--- src/rtl/core/pu_pkg.sv ---
// Package for the permutation unranking block: word types, microcode
// types, step labels and the built-in factorial table.
// Used by every module of the block; depends on nothing.
`default_nettype none

package pu_pkg;

	localparam int MAX_N  = 20;
	localparam int LEN_W  = 5;
	localparam int RANK_W = 62;
	localparam int ELEM_W = 5;
	localparam int POS_W  = 5;
	localparam int PC_W   = 4;

	typedef struct packed {
		logic [LEN_W-1:0]  length;
		logic [RANK_W-1:0] rank;
	} item_t;

	typedef struct packed {
		logic [ELEM_W-1:0] element;
		logic              last;
		logic              error;
	} result_t;

	// Datapath operation of one microcode step.
	typedef enum logic [2:0] {
		OP_NOP,
		OP_LOAD,
		OP_INIT,
		OP_SUB,
		OP_EMIT,
		OP_ERR
	} op_t;

	// Jump condition of one microcode step; when false the step counter advances.
	typedef enum logic [2:0] {
		C_NEVER,
		C_ALWAYS,
		C_IN_IDLE,
		C_BAD,
		C_GE,
		C_OUT_BUSY,
		C_MORE
	} cond_t;

	typedef struct packed {
		op_t             op;
		cond_t           cond;
		logic [PC_W-1:0] target;
	} uword_t;

	// Status from the datapath that the jump conditions test.
	typedef struct packed {
		logic in_valid;
		logic bad;
		logic ge;
		logic out_busy;
		logic more;
	} flags_t;

	// Step labels of the microprogram.
	localparam logic [PC_W-1:0] ST_WAIT     = 4'd0;
	localparam logic [PC_W-1:0] ST_CHECK    = 4'd1;
	localparam logic [PC_W-1:0] ST_INIT     = 4'd2;
	localparam logic [PC_W-1:0] ST_DIV      = 4'd3;
	localparam logic [PC_W-1:0] ST_EMIT     = 4'd4;
	localparam logic [PC_W-1:0] ST_LOOP     = 4'd5;
	localparam logic [PC_W-1:0] ST_DONE     = 4'd6;
	localparam logic [PC_W-1:0] ST_ERR      = 4'd7;
	localparam logic [PC_W-1:0] ST_ERR_DONE = 4'd8;

	// Factorials 0! to 20!; anything past that reads as zero.
	function automatic logic [RANK_W-1:0] fact(input logic [LEN_W-1:0] idx);
		logic [RANK_W-1:0] v;
		case (idx)
			5'd0:    v = 62'd1;
			5'd1:    v = 62'd1;
			5'd2:    v = 62'd2;
			5'd3:    v = 62'd6;
			5'd4:    v = 62'd24;
			5'd5:    v = 62'd120;
			5'd6:    v = 62'd720;
			5'd7:    v = 62'd5040;
			5'd8:    v = 62'd40320;
			5'd9:    v = 62'd362880;
			5'd10:   v = 62'd3628800;
			5'd11:   v = 62'd39916800;
			5'd12:   v = 62'd479001600;
			5'd13:   v = 62'd6227020800;
			5'd14:   v = 62'd87178291200;
			5'd15:   v = 62'd1307674368000;
			5'd16:   v = 62'd20922789888000;
			5'd17:   v = 62'd355687428096000;
			5'd18:   v = 62'd6402373705728000;
			5'd19:   v = 62'd121645100408832000;
			5'd20:   v = 62'd2432902008176640000;
			default: v = '0;
		endcase
		return v;
	endfunction

endpackage

`default_nettype wire

--- src/rtl/core/pu_rom.sv ---
// Microcode store of the permutation unranking block: one control word per step.
// Depends on pu_pkg.
`default_nettype none

module pu_rom
	import pu_pkg::*;
(
	input  wire logic [PC_W-1:0] pc,
	output uword_t               uw
);

	always_comb begin
		case (pc)
			ST_WAIT:     uw = '{op: OP_LOAD, cond: C_IN_IDLE,  target: ST_WAIT};
			ST_CHECK:    uw = '{op: OP_NOP,  cond: C_BAD,      target: ST_ERR};
			ST_INIT:     uw = '{op: OP_INIT, cond: C_NEVER,    target: ST_WAIT};
			ST_DIV:      uw = '{op: OP_SUB,  cond: C_GE,       target: ST_DIV};
			ST_EMIT:     uw = '{op: OP_EMIT, cond: C_OUT_BUSY, target: ST_EMIT};
			ST_LOOP:     uw = '{op: OP_NOP,  cond: C_MORE,     target: ST_INIT};
			ST_DONE:     uw = '{op: OP_NOP,  cond: C_ALWAYS,   target: ST_WAIT};
			ST_ERR:      uw = '{op: OP_ERR,  cond: C_OUT_BUSY, target: ST_ERR};
			ST_ERR_DONE: uw = '{op: OP_NOP,  cond: C_ALWAYS,   target: ST_WAIT};
			default:     uw = '{op: OP_NOP,  cond: C_ALWAYS,   target: ST_WAIT};
		endcase
	end

endmodule

`default_nettype wire

--- src/rtl/core/pu_seq.sv ---
// Step counter of the permutation unranking block, with conditional jumps.
// Depends on pu_pkg and pu_rom.
`default_nettype none

module pu_seq
	import pu_pkg::*;
(
	input  wire logic   clk,
	input  wire logic   arst_n,
	input  wire flags_t flags,
	output uword_t      uw
);

	logic [PC_W-1:0] pc_q;
	logic            taken;

	pu_rom u_rom (
		.pc (pc_q),
		.uw (uw)
	);

	always_comb begin
		case (uw.cond)
			C_NEVER:    taken = 1'b0;
			C_ALWAYS:   taken = 1'b1;
			C_IN_IDLE:  taken = !flags.in_valid;
			C_BAD:      taken = flags.bad;
			C_GE:       taken = flags.ge;
			C_OUT_BUSY: taken = flags.out_busy;
			C_MORE:     taken = flags.more;
			default:    taken = 1'b1;
		endcase
	end

	always_ff @(posedge clk or negedge arst_n) begin
		if (!arst_n) begin
			pc_q <= ST_WAIT;
		end else if (taken) begin
			pc_q <= uw.target;
		end else begin
			pc_q <= pc_q + 1'b1;
		end
	end

endmodule

`default_nettype wire

--- src/rtl/core/pu_dp.sv ---
// Datapath of the permutation unranking block: remainder, digit counter,
// list of unused elements and the result register.
// Depends on pu_pkg.
`default_nettype none

module pu_dp
	import pu_pkg::*;
(
	input  wire logic   clk,
	input  wire logic   arst_n,
	input  wire uword_t uw,
	input  wire logic   item_valid,
	input  wire item_t  item,
	input  wire logic   result_stall,
	output logic        result_valid,
	output result_t     result,
	output flags_t      flags
);

	logic [RANK_W-1:0] r_q;
	logic [RANK_W-1:0] f_q;
	logic [LEN_W-1:0]  n_q;
	logic [LEN_W-1:0]  m_q;
	logic [POS_W-1:0]  pos_q;
	logic              bad_q;
	logic [ELEM_W-1:0] list_q [MAX_N];
	logic              out_valid_q;
	result_t           out_q;
	logic              out_busy;

	assign out_busy     = out_valid_q && result_stall;
	assign result_valid = out_valid_q;
	assign result       = out_q;

	assign flags.in_valid = item_valid;
	assign flags.bad      = bad_q || (r_q >= fact(n_q));
	assign flags.ge       = r_q >= f_q;
	assign flags.out_busy = out_busy;
	assign flags.more     = m_q != '0;

	// Working registers; the remainder holds rank minus one, zero for a zero rank.
	always_ff @(posedge clk) begin
		case (uw.op)
			OP_LOAD: begin
				if (item_valid) begin
					n_q   <= item.length;
					m_q   <= item.length;
					bad_q <= (item.length == '0) || (item.length > LEN_W'(MAX_N));
					r_q   <= (item.rank == '0) ? '0 : item.rank - 1'b1;
					for (int e = 0; e < MAX_N; e++) begin
						list_q[e] <= ELEM_W'(e + 1);
					end
				end
			end
			OP_INIT: begin
				f_q   <= fact(m_q - 1'b1);
				pos_q <= '0;
			end
			OP_SUB: begin
				if (flags.ge) begin
					r_q   <= r_q - f_q;
					pos_q <= pos_q + 1'b1;
				end
			end
			OP_EMIT: begin
				if (!out_busy) begin
					m_q <= m_q - 1'b1;
					// Close the gap left by the chosen element.
					for (int e = 0; e < MAX_N - 1; e++) begin
						if (POS_W'(e) >= pos_q) begin
							list_q[e] <= list_q[e + 1];
						end
					end
					list_q[MAX_N - 1] <= '0;
				end
			end
			default: begin
			end
		endcase
	end

	always_ff @(posedge clk or negedge arst_n) begin
		if (!arst_n) begin
			out_valid_q <= 1'b0;
		end else if ((uw.op == OP_EMIT || uw.op == OP_ERR) && !out_busy) begin
			out_valid_q <= 1'b1;
		end else if (!result_stall) begin
			out_valid_q <= 1'b0;
		end
	end

	always_ff @(posedge clk) begin
		if (!out_busy) begin
			if (uw.op == OP_EMIT) begin
				out_q.element <= list_q[pos_q];
				out_q.last    <= (m_q == LEN_W'(1));
				out_q.error   <= 1'b0;
			end else if (uw.op == OP_ERR) begin
				out_q.element <= '0;
				out_q.last    <= 1'b1;
				out_q.error   <= 1'b1;
			end
		end
	end

endmodule

`default_nettype wire

--- src/rtl/core/permutation_unrank.sv ---
// Top level of the permutation unranking block: k-th permutation of 1..n.
// Depends on pu_pkg, pu_seq and pu_dp.
//
// Usage: an item word (length n, one-based rank k) enters on item/item_valid
// and is taken at an edge where item_valid is high and item_stall is low.
// The block answers with n result words on result/result_valid, one element
// of the permutation each, the final one marked with last. A rank of zero
// counts as rank one. A rank above n!, or a length of zero or above MAX_N,
// gives a single word with element zero, last and error set.
// One item is worked at a time. item_stall rises the cycle after an item is
// taken and falls when the sequencer is back in its wait step: after the loop
// and done steps that follow the loading of the last element word into the
// output register, or after the error-done step that follows the error word.
// Steps: for each digit d of the factorial number of the rank the sequencer
// runs init, d compare-subtract steps, a final compare, emit and loop. An
// item also passes the wait, check and done steps; an error item passes
// wait, check, error and error-done.
// The result register holds its word while result_stall is high, and the
// sequencer waits in its emit or error step until the register is free.
// Reset clears the step counter and the result valid flag; no other state
// needs clearing.
`default_nettype none

module permutation_unrank
	import pu_pkg::*;
(
	input  wire logic  clk,
	input  wire logic  arst_n,
	input  wire logic  item_valid,
	input  wire item_t item,
	output logic       item_stall,
	output logic       result_valid,
	output result_t    result,
	input  wire logic  result_stall
);

	uword_t uw;
	flags_t flags;

	// Items are taken only in the wait step of the microprogram.
	assign item_stall = (uw.op != OP_LOAD);

	pu_seq u_seq (
		.clk    (clk),
		.arst_n (arst_n),
		.flags  (flags),
		.uw     (uw)
	);

	pu_dp u_dp (
		.clk          (clk),
		.arst_n       (arst_n),
		.uw           (uw),
		.item_valid   (item_valid),
		.item         (item),
		.result_stall (result_stall),
		.result_valid (result_valid),
		.result       (result),
		.flags        (flags)
	);

endmodule

`default_nettype wire

--- config.mk ---
export PLATFORM = sky130hd
export DESIGN_NAME = permutation_unrank
export DESIGN_NICKNAME = d
export VERILOG_FILES = /design/src/rtl/core/pu_pkg.sv /design/src/rtl/core/pu_rom.sv /design/src/rtl/core/pu_seq.sv /design/src/rtl/core/pu_dp.sv /design/src/rtl/core/permutation_unrank.sv
export SDC_FILE = /design/constraint.sdc
export NUM_CORES = 1
export LEC_CHECK = 0
export BUFFER_PORTS_ARGS = -buffer_cell sky130_fd_sc_hd__buf_2
export CELL_PAD_IN_SITES_DETAIL_PLACEMENT = 1
export CELL_PAD_IN_SITES_GLOBAL_PLACEMENT = 1
export CORE_ASPECT_RATIO = 1.2
export CORE_UTILIZATION = 54
export DETAILED_ROUTE_END_ITERATION = 6
export PLACE_DENSITY = 0.88
export SLEW_MARGIN = 20
export SYNTH_ARGS = -nofsm -noshare
export SYNTH_HDL_FRONTEND = slang
export SYNTH_MEMORY_MAX_BITS = 65536
export SYNTH_SLANG_ARGS = --single-unit
--- constraint.sdc ---
create_clock -name clk -period 11.6 [get_ports clk]
set_input_delay 2.32 -clock clk [delete_from_list [all_inputs] [get_ports clk]]
set_output_delay 2.32 -clock clk [all_outputs]
set_load 0.01 [all_outputs]
==> results of run 1 <==
==> synthesized netlist by cell type (11+ instances only) <==
cell,instances
xnor2_1,76
nand2_1,148
nand4_1,28
or3_1,21
mux4_2,24
dfxtp_1,53
edfxtp_1,224
xor2_1,39
a211oi_1,15
and3_1,34
and2_1,38
or4_1,12
o211ai_1,11
a21oi_1,114
clkbuf_1,63
o21ai_0,85
nor2b_1,18
or2_2,23
a31oi_1,11
nand3_1,32
o21bai_1,11
ha_1,139
a21o_1,55
nor3_1,43
nand2b_1,41
mux2i_1,12
o22ai_1,65
o21a_1,16
nor2_1,143
inv_1,136
nor4_1,17
==> critical path, stage by stage, from the launching register on <==
cell	delay, ns
edfxtp_1	0.39
ha_1	0.25
fa_1	0.42
nor2b_1	0.17
o211ai_1	0.15
a31oi_1	0.19
buf_4	0.17
o21bai_1	0.13
a211oi_1	0.43
o21ai_1	0.45
a21oi_1	0.56
a41o_1	0.41
a21o_2	0.17
buf_4	0.63
==> logic make-up (layout without fill, tap and decap cells) <==
family,count (synthesis),after routing,share of synthesized area
AND/OR/NAND/NOR,631,631,0.177
AO/OA/AOI/OAI,461,461,0.161
flip-flops,282,282,0.428
buffers and inverters,216,285,0.0466
adder cells (fa/ha/maj),140,140,0.0952
XOR/XNOR,115,115,0.0545
multiplexers,39,39,0.0376
other,0,1,0
==> layout by cell type (no fill, tap or decap), types with 8 or more instances in the layout <==
master	synthesis	final
edfxtp_1	224	224
nand2_1	148	147
nor2_1	143	143
ha_1	139	139
inv_1	136	136
a21oi_1	114	114
o21ai_0	85	85
buf_2	4	79
xnor2_1	76	76
o22ai_1	65	65
a21o_1	55	54
dfxtp_1	53	53
nor3_1	43	43
nand2b_1	41	41
xor2_1	39	39
and2_1	38	38
and3_1	34	34
nand3_1	32	32
clkbuf_16	0	32
nand4_1	28	28
mux4_2	24	24
or2_2	23	23
or3_1	21	21
nor2b_1	18	18
nor4_1	17	16
o21a_1	16	16
a211oi_1	15	15
mux2i_1	12	12
or4_1	12	12
buf_4	0	12
a31oi_1	11	11
o211ai_1	11	11
o21bai_1	11	11
o31ai_1	9	9
clkbuf_1	63	9
a21boi_0	8	8
==> metal layers <==
metal	up-vias	track usage	wire length (um)
met5	-	0	0
met4	0	0.172	2930
met3	175	0.0489	3030
met2	495	0.607	29800
met1	7567	0.399	22900
li1	7010	-	-
==> how the worst max path moves through the flow <==
stage / from / to / slack, ns / cells after the start
after floorplan: u_seq.pc_q[1] / u_dp.pos_q[0] / 5.35 / 7
after global placement: item[12] / u_dp.r_q[23] / 6.07 / 11
after detailed placement: item[12] / u_dp.r_q[23] / 5.95 / 11
after CTS: item[12] / u_dp.r_q[23] / 6.58 / 11
after global routing: u_dp.r_q[0] / u_dp.r_q[0] / 6.23 / 14
final: u_dp.f_q[0] / u_dp.r_q[0] / 6.52 / 13
==> metrics by stage <==
step	cell area, um2	utilization	setup slack [ns]
after floorplan	18500	-	5.35
after global placement	19200	0.574	6.07
after detailed placement	19200	0.574	5.95
after CTS	20200	0.604	6.58
after global routing	20200	0.604	6.23
final	20200	0.604	6.52
==> cell type report <==
type | count | area [um2]
Fill cell | 3780 | 13200
Multi-Input combinational cell | 1386 | 9720
Sequential cell | 282 | 7910
Clock buffer | 48 | 931
Tap cell | 450 | 563
Inverter | 138 | 518
Timing Repair Buffer | 91 | 485
Clock inverter | 8 | 57.6
Antenna cell | 1 | 2.50
==> flow_summary.yaml, run 1 <==
status:
  status: "complete, no violations"
die:
  fp-row-count: 73
  num_io_pins: 80
  fp.dieW_um: 171
  die_h_um: 205
  start_util: 0.553
  coreArea_mm2: 0.0334
  dieArea_mm2: 0.0350
grt:
  grt_remaining_overflow: 0
  grt_pass1_wl_mm: 91.3
  antenna_found_initial: 0
  grt_max_degree: 63
  grt.total_usage: 0.341
  grt_pass1_vias: 16326
route:
  drc: 0
  detail-route-antenna-nets: 0
  drt-vias-per-instance: 6.34
  drt-pass1-iter-count: 5
  drt-total-wl_mm: 58.6
  drtIter0Drc: 1202
  wl_per_cell_um: 24.4
  vias: 15247
synthesis:
  synth_edf_count: 224
  synth-main-ff-cell: "edfxtp_1"
  yosysTopAreaCell: "edfxtp_1"
  synth-seq-cells: 282
  synth_area_leaders: "edfxtp_1 (36%), ha_1 (9.4%), dfxtp_1 (5.7%)"
  async_flop_share: 0.0177
  yosysWarnings: 0
  yosys.area.top_type_share: 0.364
  avgSynthCellArea_um2: 9.81
  synth_cell_type_count: 85
  synth_area_mm2: 0.0185
  ys_seq_area_frac: 0.428
  syn-num-nets: 2095
  netlist_instances: 1884
final_layout:
  drive_above_1_share: 0.108
  layout.nets: 2140
  synthToLayoutAreaGrowth_pct: 9.24
  final_cells: 2404
critical_path:
  ff2ff_path_depth: 13
  startpoint_type: "flop"
  r2r_start: "u_dp.f_q[0]"
  reg2reg_to: "u_dp.r_q[0]"
  crit_type: "flop to flop"
  critPathMaxFanout: 62
  setup.worst_path.end_class: "flop"
  ff2ff_setup_slack_ns: 6.52
  arrival_ns: 5.29
  worstPathRequired_ns: 11.82
min_path:
  hold_depth: 1
  min_to: "u_dp.list_q[1][1]"
  hold_class: "flop to flop"
  min_from: "u_dp.list_q[2][1]"
clock_network:
  numCtsBuffers: 30
  cts_root_buf: "clkbuf_16"
  clk_pin_slew_ns: 0.06
  cts_setup_buffers: 0
  cts_tree: "built"
  cts_sinks: 282
  clk_latency_ns: 0.59
  cts_hold_buf: 0
  cts_resized: 0
  htreeDepth: 1
  cts_buffer_depth: 3
timing:
  skew_ns: 0.0128
  tightest_slew_ns: 1.13
  grt_setup_unrepaired: "no"
  setup_violations: 0
  finalCritPeriodShare: 0.438
  tns_ns: 0
  slew_viol_final: 0
  hold-worst-slack_ns: 0.555
  max_slew_margin: 0.244
  final.min_clock_period_ns: 5.08
  hold_viol_final: 0
  fmax_mhz: 197
flow_run:
  maxCapViolations: 0
place:
  gp_congestion: 0.940
  dp.cells: 2347
  dp.final_hpwl_mm: 44.6
  io_buffers: 79
Power of run 1 is not shown: default switching activity piles up to over one toggle a cycle in this logic, so the estimate is an artifact.
==> run 2, diff against run 1 <==
--- a/config.mk
+++ b/config.mk
@@ -9,9 +9,9 @@
 export CELL_PAD_IN_SITES_DETAIL_PLACEMENT = 1
 export CELL_PAD_IN_SITES_GLOBAL_PLACEMENT = 1
 export CORE_ASPECT_RATIO = 1.2
-export CORE_UTILIZATION = 54
+export CORE_UTILIZATION = 50
 export DETAILED_ROUTE_END_ITERATION = 6
-export PLACE_DENSITY = 0.88
+export PLACE_DENSITY = 0.83
 export SLEW_MARGIN = 20
 export SYNTH_ARGS = -nofsm -noshare
 export SYNTH_HDL_FRONTEND = slang
==> constraint.sdc (replaced) <==
create_clock -name clk -period 4.7 [get_ports clk]
set_input_delay 0.94 -clock clk [delete_from_list [all_inputs] [get_ports clk]]
set_output_delay 0.94 -clock clk [all_outputs]
set_load 0.01 [all_outputs]
==> flow_summary.yaml, run 2 (same netlist as run 1, synthesis figures left out) <==
place:
  io_buffers: 79
  postPlaceCellArea_mm2: 0.0194
  gp_congestion: 0.968
  dp.cells: 2379
  dp.final_hpwl_mm: 45.0
timing:
  hold_viol_final: 0
  max_slew_margin: 0.260
  slew_viol_final: 0
  tns_ns: 0
  final.min_clock_period_ns: 4.47
  skew_ns: 0.0570
  finalCritPeriodShare: 0.950
  tightest_slew_ns: 1.11
  grt_setup_unrepaired: "no"
  setup_violations: 0
  fmax_mhz: 224
route:
  drt-total-wl_mm: 58.7
  vias: 15300
  drc: 0
  drtIter0Drc: 942
  drt-pass1-iter-count: 6
  detail-route-antenna-nets: 0
  drt-vias-per-instance: 6.28
  wl_per_cell_um: 24.1
final_layout:
  final_cell_mix: "edfxtp_1 (224), nand2_1 (147), nor2_1 (143), ha_1 (139), inv_1 (136)"
  final_common_cell: "edfxtp_1"
  fin_area_mm2: 0.0203
  antennaDiodeCount: 0
  drive_above_1_share: 0.115
  final_cells: 2435
  final_core_util: 0.563
  synthToLayoutAreaGrowth_pct: 10.1
  layout.nets: 2154
die:
  coreArea_mm2: 0.0361
  fp.dieW_um: 178
  die_h_um: 213
  start_util: 0.511
  dieArea_mm2: 0.0377
  num_io_pins: 80
  fp-row-count: 76
clock_network:
  cts_buffer_depth: 3
  cts_hold_buf: 0
  clk_pin_slew_ns: 0.07
  clk_latency_ns: 0.62
  cts_sinks: 282
  cts_root_buf: "clkbuf_16"
  htreeDepth: 1
  cts_tree: "built"
  numCtsBuffers: 30
critical_path:
  critical_path_buf_inv_count: 1
  startpoint_type: "flop"
  worst_path_max_delay_cell: "a211oi_1"
  ff2ff_setup_slack_ns: 0.23
  reg2reg_to: "u_dp.r_q[23]"
  crit_path_max_incr_delay_ns: 0.57
  worstPathRequired_ns: 4.93
  arrival_ns: 4.69
  crit_type: "flop to flop"
  ff2ff_path_depth: 12
  r2r_start: "u_dp.f_q[0]"
  crit_family: "compound AO/OA/AOI/OAI gates"
  crit_chain: "ha_1 -> fa_1 -> nor2b_1 -> o211ai_1 -> a31oi_1 -> o21bai_1 -> a211oi_1 -> o21ai_2 -> a21oi_2 -> a41o_1 -> a21o_2 -> buf_12"
  critPathMaxFanout: 62
  setup.worst_path.end_class: "flop"
grt:
  grt.total_usage: 0.316
  grt_remaining_overflow: 0
  grt_pass1_wl_mm: 91.2
  antenna_found_initial: 2
  grt_max_degree: 63
  grt_pass1_vias: 16147
min_path:
  hold_class: "primary input to async pin"
flow_run:
  maxCapViolations: 0
status:
  status: "complete, no violations"
## run 2: cell count changes in the layout (fill, tap and decap cells not counted), moves of 2 or more
cell / delta
buf_4: +12
clkbuf_8: -4
buf_12: +2
clkinvlp_4: +2
## run 2: worst max-delay path by stage
stage | startpoint | end | cells past startpoint
3_5_place_dp | u_dp.f_q[0] | u_dp.r_q[12] | 12
5_1_grt | u_dp.f_q[0] | u_dp.r_q[23] | 12
4_1_cts | u_dp.f_q[0] | u_dp.r_q[23] | 12
6_report | u_dp.f_q[0] | u_dp.r_q[23] | 12
2_1_floorplan | u_dp.f_q[0] | u_dp.r_q[0] | 11
3_3_place_gp | u_dp.f_q[0] | u_dp.r_q[12] | 12
## run 2: routing by layer
metal,track usage,vias to the layer above,part of all wire
li1,-,7034,-
met1,0.370,7634,0.39
met2,0.573,478,0.51
met3,0.0379,150,0.045
met4,0.145,4,0.047
met5,0,-,0.00044
## run 2: layout make-up
type                            instances  area [um2]
Clock inverter                         13         130
Tap cell                              468         586
Multi-Input combinational cell       1386        9730
Fill cell                            4063       15800
Clock buffer                           43         851
Timing Repair Buffer                  105         616
Inverter                              138         518
Sequential cell                       282        7910
## run 2: what timing repair did
item / CTS / global route
endpoints found under the setup margin: 11 / 62
resized for setup: 1 / 1
gates cloned: 0 / 0
setup buffers: 0 / 0
## run 2: metrics by stage
stage | setup slack [ns] | hold slack (ns)
3_5_place_dp | 0.0728 | 0.521
4_1_cts | 0.111 | 0.104
2_1_floorplan | 0.282 | 0.499
3_3_place_gp | 0.243 | 0.508
6_report | 0.233 | 0.121
5_1_grt | 0.0361 | 0.123
Power of run 2 is left out for the same reason.
